File: src/rtl/density_peak_graph_clustering_defines.svh
// ----------------------------------------------------------------------------
// density peak graph clustering assertion macros
// shared assertion helpers, clocked on clk_i; DPGC_ASSERT is gated by rst_ni
// ----------------------------------------------------------------------------
`ifndef DENSITY_PEAK_GRAPH_CLUSTERING_DEFINES_SVH
`define DENSITY_PEAK_GRAPH_CLUSTERING_DEFINES_SVH

`ifndef ASSERT_OFF
`define DPGC_ASSERT(name, prop) \
  name: assert property (@(posedge clk_i) disable iff (!rst_ni) prop) else $error("dpgc check failed");
`define DPGC_ASSERT_RST(name, prop) \
  name: assert property (@(posedge clk_i) prop) else $error("dpgc reset check failed");
`else
`define DPGC_ASSERT(name, prop)
`define DPGC_ASSERT_RST(name, prop)
`endif

`endif

File: src/rtl/dpgc_pkg.sv
// ----------------------------------------------------------------------------
// dpgc_pkg
// shared codes, constants and controller/datapath interface types
// ----------------------------------------------------------------------------
`timescale 1ns / 1ps

package dpgc_pkg;

  localparam logic [1:0] OP_CLEAR   = 2'd0;
  localparam logic [1:0] OP_EDGE    = 2'd1;
  localparam logic [1:0] OP_COMPUTE = 2'd2;

  localparam logic REG_NODE_COUNT   = 1'b0;
  localparam logic REG_CLOSE_CUTOFF = 1'b1;

  localparam logic [6:0] NODE_COUNT_RST = 7'd64;
  localparam logic [5:0] CUTOFF_RST     = 6'd3;
  localparam logic [6:0] FAR_AWAY       = 7'd127;

  typedef struct packed {
    logic load_edge;
    logic clear_adj;
    logic adj_rd_a;
    logic adj_wr_a;
    logic adj_wr_b;
    logic start;
    logic bfs_init;
    logic lvl_start;
    logic adj_rd;
    logic lvl_upd;
    logic hop_wr;
    logic dens_wr;
    logic ch_init;
    logic ch_rd;
    logic ch_wr;
    logic head_wr;
    logic pr_rd_t;
    logic pr_wr;
    logic out_ld;
  } cmd_t;

  typedef struct packed {
    logic front_zero;
    logic edge_ok;
  } status_t;

endpackage

File: src/rtl/dpgc_ctrl.sv
// ----------------------------------------------------------------------------
// dpgc_ctrl
// sequencer for edge updates, per-source search, peak selection and output
// ----------------------------------------------------------------------------
`timescale 1ns / 1ps

module dpgc_ctrl #(
  parameter int MAX_NODES = 64
) (
  input  logic                             clk_i,
  input  logic                             rst_ni,
  input  logic                             in_valid_i,
  input  logic [1:0]                       operation_i,
  input  logic                             out_ready_i,
  input  dpgc_pkg::status_t                status_i,
  input  logic [$clog2(MAX_NODES+1)-1:0]   n_i,
  output logic                             in_ready_o,
  output dpgc_pkg::cmd_t                   cmd_o,
  output logic [$clog2(MAX_NODES)-1:0]     node_idx_o,
  output logic [$clog2(MAX_NODES)-1:0]     peer_idx_o
);
  import dpgc_pkg::*;

  localparam int CW = $clog2(MAX_NODES + 1);
  localparam int IW = $clog2(MAX_NODES);

  localparam logic [4:0] S_IDLE   = 5'd0;
  localparam logic [4:0] S_EA     = 5'd1;
  localparam logic [4:0] S_EWA    = 5'd2;
  localparam logic [4:0] S_EWB    = 5'd3;
  localparam logic [4:0] S_BINIT  = 5'd4;
  localparam logic [4:0] S_LSTART = 5'd5;
  localparam logic [4:0] S_LSWEEP = 5'd6;
  localparam logic [4:0] S_LEND   = 5'd7;
  localparam logic [4:0] S_LUPD   = 5'd8;
  localparam logic [4:0] S_LCHK   = 5'd9;
  localparam logic [4:0] S_WSWEEP = 5'd10;
  localparam logic [4:0] S_WDENS  = 5'd11;
  localparam logic [4:0] S_CRI    = 5'd12;
  localparam logic [4:0] S_CLI    = 5'd13;
  localparam logic [4:0] S_CSWEEP = 5'd14;
  localparam logic [4:0] S_CEND   = 5'd15;
  localparam logic [4:0] S_CWR    = 5'd16;
  localparam logic [4:0] S_HRD    = 5'd17;
  localparam logic [4:0] S_HWR    = 5'd18;
  localparam logic [4:0] S_PR1    = 5'd19;
  localparam logic [4:0] S_PR2    = 5'd20;
  localparam logic [4:0] S_PW     = 5'd21;
  localparam logic [4:0] S_ORD    = 5'd22;
  localparam logic [4:0] S_OLD    = 5'd23;
  localparam logic [4:0] S_OWAIT  = 5'd24;

  logic [4:0]    state_q, state_d;
  logic [CW-1:0] i_q, i_d, j_q, j_d, p_q, p_d;
  logic [CW-1:0] n_m1;
  logic          i_last, j_last, p_last;

  assign n_m1   = n_i - CW'(1);
  assign i_last = (i_q == n_m1);
  assign j_last = (j_q == n_m1);
  assign p_last = (p_q == n_m1);

  assign node_idx_o = i_q[IW-1:0];
  assign peer_idx_o = j_q[IW-1:0];

  always_comb begin
    state_d    = state_q;
    i_d        = i_q;
    j_d        = j_q;
    p_d        = p_q;
    cmd_o      = '0;
    in_ready_o = 1'b0;
    case (state_q)
      S_IDLE: begin
        in_ready_o = 1'b1;
        if (in_valid_i) begin
          case (operation_i)
            OP_CLEAR: cmd_o.clear_adj = 1'b1;
            OP_EDGE: begin
              if (status_i.edge_ok) begin
                cmd_o.load_edge = 1'b1;
                state_d         = S_EA;
              end
            end
            OP_COMPUTE: begin
              cmd_o.start = 1'b1;
              i_d         = '0;
              state_d     = S_BINIT;
            end
            default: ;
          endcase
        end
      end
      S_EA: begin
        cmd_o.adj_rd_a = 1'b1;
        state_d        = S_EWA;
      end
      S_EWA: begin
        cmd_o.adj_wr_a = 1'b1;
        state_d        = S_EWB;
      end
      S_EWB: begin
        cmd_o.adj_wr_b = 1'b1;
        state_d        = S_IDLE;
      end
      S_BINIT: begin
        cmd_o.bfs_init = 1'b1;
        state_d        = S_LSTART;
      end
      S_LSTART: begin
        cmd_o.lvl_start = 1'b1;
        j_d             = '0;
        state_d         = S_LSWEEP;
      end
      S_LSWEEP: begin
        cmd_o.adj_rd = 1'b1;
        if (j_last) state_d = S_LEND;
        else j_d = j_q + CW'(1);
      end
      S_LEND: state_d = S_LUPD;
      S_LUPD: begin
        cmd_o.lvl_upd = 1'b1;
        state_d       = S_LCHK;
      end
      S_LCHK: begin
        if (status_i.front_zero) begin
          j_d     = '0;
          state_d = S_WSWEEP;
        end else begin
          state_d = S_LSTART;
        end
      end
      S_WSWEEP: begin
        cmd_o.hop_wr = 1'b1;
        if (j_last) state_d = S_WDENS;
        else j_d = j_q + CW'(1);
      end
      S_WDENS: begin
        cmd_o.dens_wr = 1'b1;
        if (i_last) begin
          i_d     = '0;
          state_d = S_CRI;
        end else begin
          i_d     = i_q + CW'(1);
          state_d = S_BINIT;
        end
      end
      S_CRI: state_d = S_CLI;
      S_CLI: begin
        cmd_o.ch_init = 1'b1;
        j_d           = '0;
        state_d       = S_CSWEEP;
      end
      S_CSWEEP: begin
        cmd_o.ch_rd = 1'b1;
        if (j_last) state_d = S_CEND;
        else j_d = j_q + CW'(1);
      end
      S_CEND: state_d = S_CWR;
      S_CWR: begin
        cmd_o.ch_wr = 1'b1;
        if (i_last) begin
          i_d     = '0;
          state_d = S_HRD;
        end else begin
          i_d     = i_q + CW'(1);
          state_d = S_CRI;
        end
      end
      S_HRD: state_d = S_HWR;
      S_HWR: begin
        cmd_o.head_wr = 1'b1;
        if (i_last) begin
          i_d     = '0;
          p_d     = '0;
          state_d = S_PR1;
        end else begin
          i_d     = i_q + CW'(1);
          state_d = S_HRD;
        end
      end
      S_PR1: state_d = S_PR2;
      S_PR2: begin
        cmd_o.pr_rd_t = 1'b1;
        state_d       = S_PW;
      end
      S_PW: begin
        cmd_o.pr_wr = 1'b1;
        if (i_last) begin
          i_d = '0;
          if (p_last) begin
            state_d = S_ORD;
          end else begin
            p_d     = p_q + CW'(1);
            state_d = S_PR1;
          end
        end else begin
          i_d     = i_q + CW'(1);
          state_d = S_PR1;
        end
      end
      S_ORD: state_d = S_OLD;
      S_OLD: begin
        cmd_o.out_ld = 1'b1;
        state_d      = S_OWAIT;
      end
      S_OWAIT: begin
        if (out_ready_i) begin
          if (i_last) begin
            state_d = S_IDLE;
          end else begin
            i_d     = i_q + CW'(1);
            state_d = S_ORD;
          end
        end
      end
      default: state_d = S_IDLE;
    endcase
  end

  always_ff @(posedge clk_i or negedge rst_ni) begin
    if (!rst_ni) begin
      state_q <= S_IDLE;
      i_q     <= '0;
      j_q     <= '0;
      p_q     <= '0;
    end else begin
      state_q <= state_d;
      i_q     <= i_d;
      j_q     <= j_d;
      p_q     <= p_d;
    end
  end

endmodule

File: config.mk
export PLATFORM = sky130hd
export DESIGN_NAME = dpgc_ctrl
export DESIGN_NICKNAME = d
export VERILOG_FILES = /design/src/rtl/density_peak_graph_clustering_defines.svh /design/src/rtl/dpgc_pkg.sv /design/src/rtl/dpgc_ctrl.sv
export SDC_FILE = /design/constraint.sdc
export NUM_CORES = 1
export LEC_CHECK = 0
export BUFFER_PORTS_ARGS = -buffer_cell sky130_fd_sc_hd__buf_2
export CELL_PAD_IN_SITES_DETAIL_PLACEMENT = 1
export CELL_PAD_IN_SITES_GLOBAL_PLACEMENT = 2
export CORE_MARGIN = 2
export CORE_UTILIZATION = 35
export DETAILED_ROUTE_END_ITERATION = 10
export HOLD_SLACK_MARGIN = 0.12
export PLACE_DENSITY_LB_ADDON = 0.1
export SYNTH_ARGS = -nofsm -noshare
export SYNTH_HDL_FRONTEND = slang
export SYNTH_SLANG_ARGS = --single-unit
export TNS_END_PERCENT = 10
File: constraint.sdc
create_clock -name clk_i -period 5.1 [get_ports clk_i]
set_clock_uncertainty 0.15 [all_clocks]
set_input_delay 0.51 -clock clk_i [delete_from_list [all_inputs] [get_ports clk_i]]
set_output_delay 0.51 -clock clk_i [all_outputs]
set_load 0.02 [all_outputs]
==> After elaboration in Yosys (flattened, before gate mapping) <==
Index checks and enable logic that the tools add are counted.
{ "op_classes": {"n_mux": 53, "n_eq_ne": 43, "reduce_logical": 12, "addsub": 4} }
{ "ops": {"columns": ["operator", "n"], "rows": [
  ["$pmux W5 S24", 1],
  ["$mux W7", 10],
  ["$eq A5 B5 Y1 const B", 9],
  ["$mux W5", 9],
  ["$pmux W7 S3", 2],
  ["$eq A5 B4 Y1 const B", 8],
  ["$mux W1", 23],
  ["$ne A2 B2 Y1 const B", 11],
  ["$add A7 B1 Y7 const B", 3],
  ["$eq A7 B7 Y1", 3],
  ["$eq A5 B3 Y1 const B", 4],
  ["$pmux W7 S2", 1],
  ["$eq A5 B2 Y1 const B", 2],
  ["$pmux W5 S2", 1],
  ["$mux W4", 2],
  ["$reduce_and A7 Y1", 1],
  ["$sub A7 B1 Y7 const B", 1],
  ["$mux W2", 3],
  ["$reduce_bool A3 Y1", 2],
  ["$eq A5 B1 Y1 const B", 1],
  ["$logic_not A5 Y1", 1],
  ["$reduce_and A5 Y1", 1],
  ["$reduce_and A4 Y1", 1],
  ["$reduce_or A4 Y1", 1],
  ["11 further kinds", 11]
]} }
{ "word_totals": {"regBits": 26, "out_inout_bits": 32, "word_cells": 116} }

==> Logic depth before layout (Yosys ltp) <==
{ "logic_depth": {"word_depth": 5, "depth_mapped": 11} }

==> Worst setup path after synthesis <==
No wires, ideal clock.
{ "synth_path": {"kind": "input -> register", "start": "in n_i[0]", "end": "reg i_q[2]", "path_buffers": 2, "setup_slack_ns": 2.258, "stages": 11, "t_arrival_ns": 2.571, "path_cell_list": "buf_6 inv_1 ha_1 nor3b_4 nor3b_2 xnor3_1 nand3_2 o2bb2ai_4 and2b_1 buf_4 a22o_1"} }
{ "synth_via": {"elab_chain_len": 4, "word_cells_on_any_way": 6, "classes_between": "1 x add/sub; 2 x eq/ne; 2 x mux; 1 x reduce/logical"} }
{ "synth_rtl": {"columns": ["element", "line_no", "text"], "rows": [
  ["from (decl)", "dpgc_ctrl.sv:16", "input logic [$clog2(MAX_NODES+1)-1:0] n_i,"],
  ["$sub A7 B1 Y7 *", "dpgc_ctrl.sv:58", "assign n_m1 = n_i - CW'(1);"],
  ["$eq A7 B7 Y1 *", "dpgc_ctrl.sv:59", "assign i_last = (i_q == n_m1);"],
  ["$ne A2 B2 Y1 (no source line) / $mux W7 (equally long branches)", null, null],
  ["$reduce_and A5 Y1 (no source line) / $pmux W7 S3 (equally long branches)", null, null],
  ["to (signal assigned)", "dpgc_ctrl.sv:229", "i_q <= i_d;"],
  ["to (decl)", "dpgc_ctrl.sv:54", "logic [CW-1:0] i_q, i_d, j_q, j_d, p_q, p_d;"]
]} }
Mark *: on every way between the ends. The rest lies on a longest branch, timed or not.
A chain may end at the register's enable or synchronous reset.

==> Worst setup path after layout <==
{ "layout_path": {"start": "in n_i[0]", "end": "reg i_q[4]"} }
The elaborated chain is that of the path after synthesis.

==> results.tsv <==
stage	metric	value	unit
timing	hold_ws	353	ps
power	Pint	491	uW
power	Max VDD drop	210	uV
cts	CTS tree	done	
placement	GPL Wtd Cong	0.758	
synthesis	Post-synth ARST share	1.00	
cts	Post-CTS Resized	0	
final_layout	Syn-to-layout area delta	9.39	%
global_routing	GRT overflow	0	
floorplanning	die area	0.00817	mm^2
power	P_leak	0.00140	uW
detailed_routing	First-pass DRT Iterations	4	
synthesis	syn_nets	334	
cts	Clock Pin Slew Worst Setup and Hold Paths	100	ps
timing	RSZ-0062 raised after global routing	false	
job	max_cap viols	0	
placement	hpwl dp	5600	um
final_layout	commonest cells after routing, fill and taps aside	buf_2, nor2_1, nand2_1, dfrtp_1	
min_path	worst hold path type	reg2reg	
detailed_routing	via count	2314	
worst_setup_path	critical path class	in2reg	
worst_setup_path	flop2flop setup slack	2350	ps
floorplanning	Core Area	0.00725	mm^2
global_routing	antenna violations before repair	0	
power	PwrDens	332	mW/mm^2
worst_setup_path	WP data arrival	3040	ps
final_layout	fin area	0.00286	mm^2
cts	setup bufs post-CTS	0	
detailed_routing	1st-iter DRT viols	62	
worst_setup_path	Worst EP required	5120	ps
worst_setup_path	crit end category	flip-flop	
power	NetSw	459	uW
final_layout	utilization after layout	0.394	
worst_setup_path	R2R Path End	p_q[5]	
synthesis	number of synthesized flops with an enable pin	0	
synthesis	Post-Syn Area	0.00261	mm^2
synthesis	Avg Cell Area, Syn	8.37	um^2
timing	Final Hold Viols	0	
power	combinational power share	0.522	
global_routing	first-pass GRT wire length	12500	um
final_layout	ANT cells	0	
timing	final-report setup violation count	0	
worst_setup_path	worst reg2reg startpoint	state_q[2]	
floorplanning	chip width	90.4	um
final_layout	share of cells above drive strength 1	0.204	
cts	CTS H-tree lvls	1	
floorplanning	Std-Cell Rows	31	
detailed_routing	vias per inst	5.34	
timing	f_max	0.331	GHz
worst_setup_path	crit path to	i_q[4]	
synthesis	most used flip-flop cell after synthesis	dfrtp_1	
timing	Least-Margin Pin Slew	706	ps
timing	fin crit share	0.593	
worst_setup_path	CP startpoint	n_i[0]	
cts	Hold Buf Count CTS	1	
worst_setup_path	crit start category	input port	
synthesis	Seq/Total Area, Yosys	0.249	
placement	DP Area	0.00279	mm^2
placement	Port Buffers	46	
status	status	complete, no violations	
final_layout	most common cell after layout, fill and taps aside	buf_2	
worst_setup_path	largest fanout on the critical path	16	
synthesis	number of synthesis warnings	0	
global_routing	number of global-route vias before repair	2476	
synthesis	Cell variety after synth	63	
detailed_routing	DR WL/cell	16.9	um
synthesis	Synth Register Bits	26	
cts	CTS Buf Count	3	
power	Seq pwr share	0.333	
global_routing	maximum number of pins on one net before global-route repair	27	
cts	root buf cell	clkbuf_8	
cts	TritonCTS Sinks	26	
cts	clock latency on the worst-skew pair	270	ps
cts	CTS Buffer Depth	2	
global_routing	All-Layer GR Usage	0.185	
timing	Final Slew Violations	0	
worst_setup_path	R2R depth	8	
floorplanning	io pins	47	
timing	Final Critical Period	3030	ps
synthesis	Syn Inst Count	312	
detailed_routing	ANT nets after route	0	
floorplanning	Initial Utilization	0.360	
power	Clock Power Share	0.145	
floorplanning	Die Y	90.4	um
detailed_routing	DRC Markers	0	
final_layout	Total Nets Final	357	
detailed_routing	final WL	7310	um
timing	Max-slew headroom	0.529	
power	sw frac	0.483	
timing	setup_tns	0	ps
## critical path: stages
cell	delay, ps
buf_2	150
inv_1	80
ha_1	210
nor3b_4	330
nor3b_2	280
xnor3_1	270
nand3_2	340
o2bb2ai_4	340
and2b_1	290
a22o_1	230
## cell type report
cell class                      count  area (um^2)
Fill cell                         897         4400
Inverter                           17         63.8
Clock buffer                        4         55.1
Sequential cell                    26          651
Multi-Input combinational cell    239         1720
Tap cell                           99          124
Timing Repair Buffer               48          248
## cell families (layout without fill, tap and decap cells)
| kind of cell | count (synthesis) | in the layout | synth area share |
|---|---|---|---|
| buffers and inverters | 47 | 69 | 0.0939 |
| and+or+nand+nor | 129 | 129 | 0.260 |
| xor gates and xnor gates | 26 | 26 | 0.127 |
| muxes | 7 | 7 | 0.0273 |
| DFF | 26 | 26 | 0.249 |
| adders and majority gates | 7 | 7 | 0.0335 |
| AOI/OAI and AO/OA | 70 | 70 | 0.210 |
## worst min path at each step
stage / cells after the start / slack (ps) / endpoint / startpoint
global placement: 1 / 340 / j_q[6] / j_q[6]
floorplan: 0 / 60 / i_q[0] / rst_ni
finish: 1 / 350 / j_q[6] / j_q[6]
CTS: 1 / 360 / j_q[6] / j_q[6]
global route: 1 / 400 / j_q[6] / j_q[6]
detailed placement: 1 / 350 / j_q[6] / j_q[6]
## synth_stat cells, types with 7 or more instances
cell      instances  area (um^2)
nor3_1           11         55.1
inv_1            16         60.1
buf_4            13         97.6
clkbuf_1         10         37.5
nand2_1          33          124
nor2_1           34          128
o21ai_0          14         70.1
xnor2_1          16          140
nor2b_1           7         43.8
ha_1              7         87.6
xnor3_1           7          158
and3_1           12         75.1
a21oi_1           8         40.0
a22o_1            7         61.3
dfrtp_1          26          651
## per-layer routing
metal / global-route usage / vias to the layer above / routed length (um)
met3: 0.0209 / 8 / 285
met2: 0.308 / 54 / 3510
met1: 0.257 / 1111 / 3430
met5: 0 / - / 0
li1: - / 1141 / -
met4: 0.0436 / 0 / 89
## registers in the layout (all words and copies together), names as in the netlist
name and count:
i_q 7, p_q 7, j_q 7, state_q 5
## per-stage QoR
step	instances	total power [uW]	setup WS [ps]
after global placement	428	821	1880
final	433	950	2070
after detailed placement	428	823	1780
after CTS	433	969	2070
after global routing	433	1040	1860
after floorplan	312	691	2260
## power groups by stage
stage / Sequential, uW / Combinational (uW) / Clock (uW)
2_1_floorplan: 255 / 435 / 0
3_3_place_gp: 321 / 500 / 0
3_5_place_dp: 320 / 503 / 0
4_1_cts: 316 / 505 / 147
5_1_grt: 330 / 557 / 154
6_report: 316 / 496 / 138
Note: power is estimated with default switching activity, not from simulation.
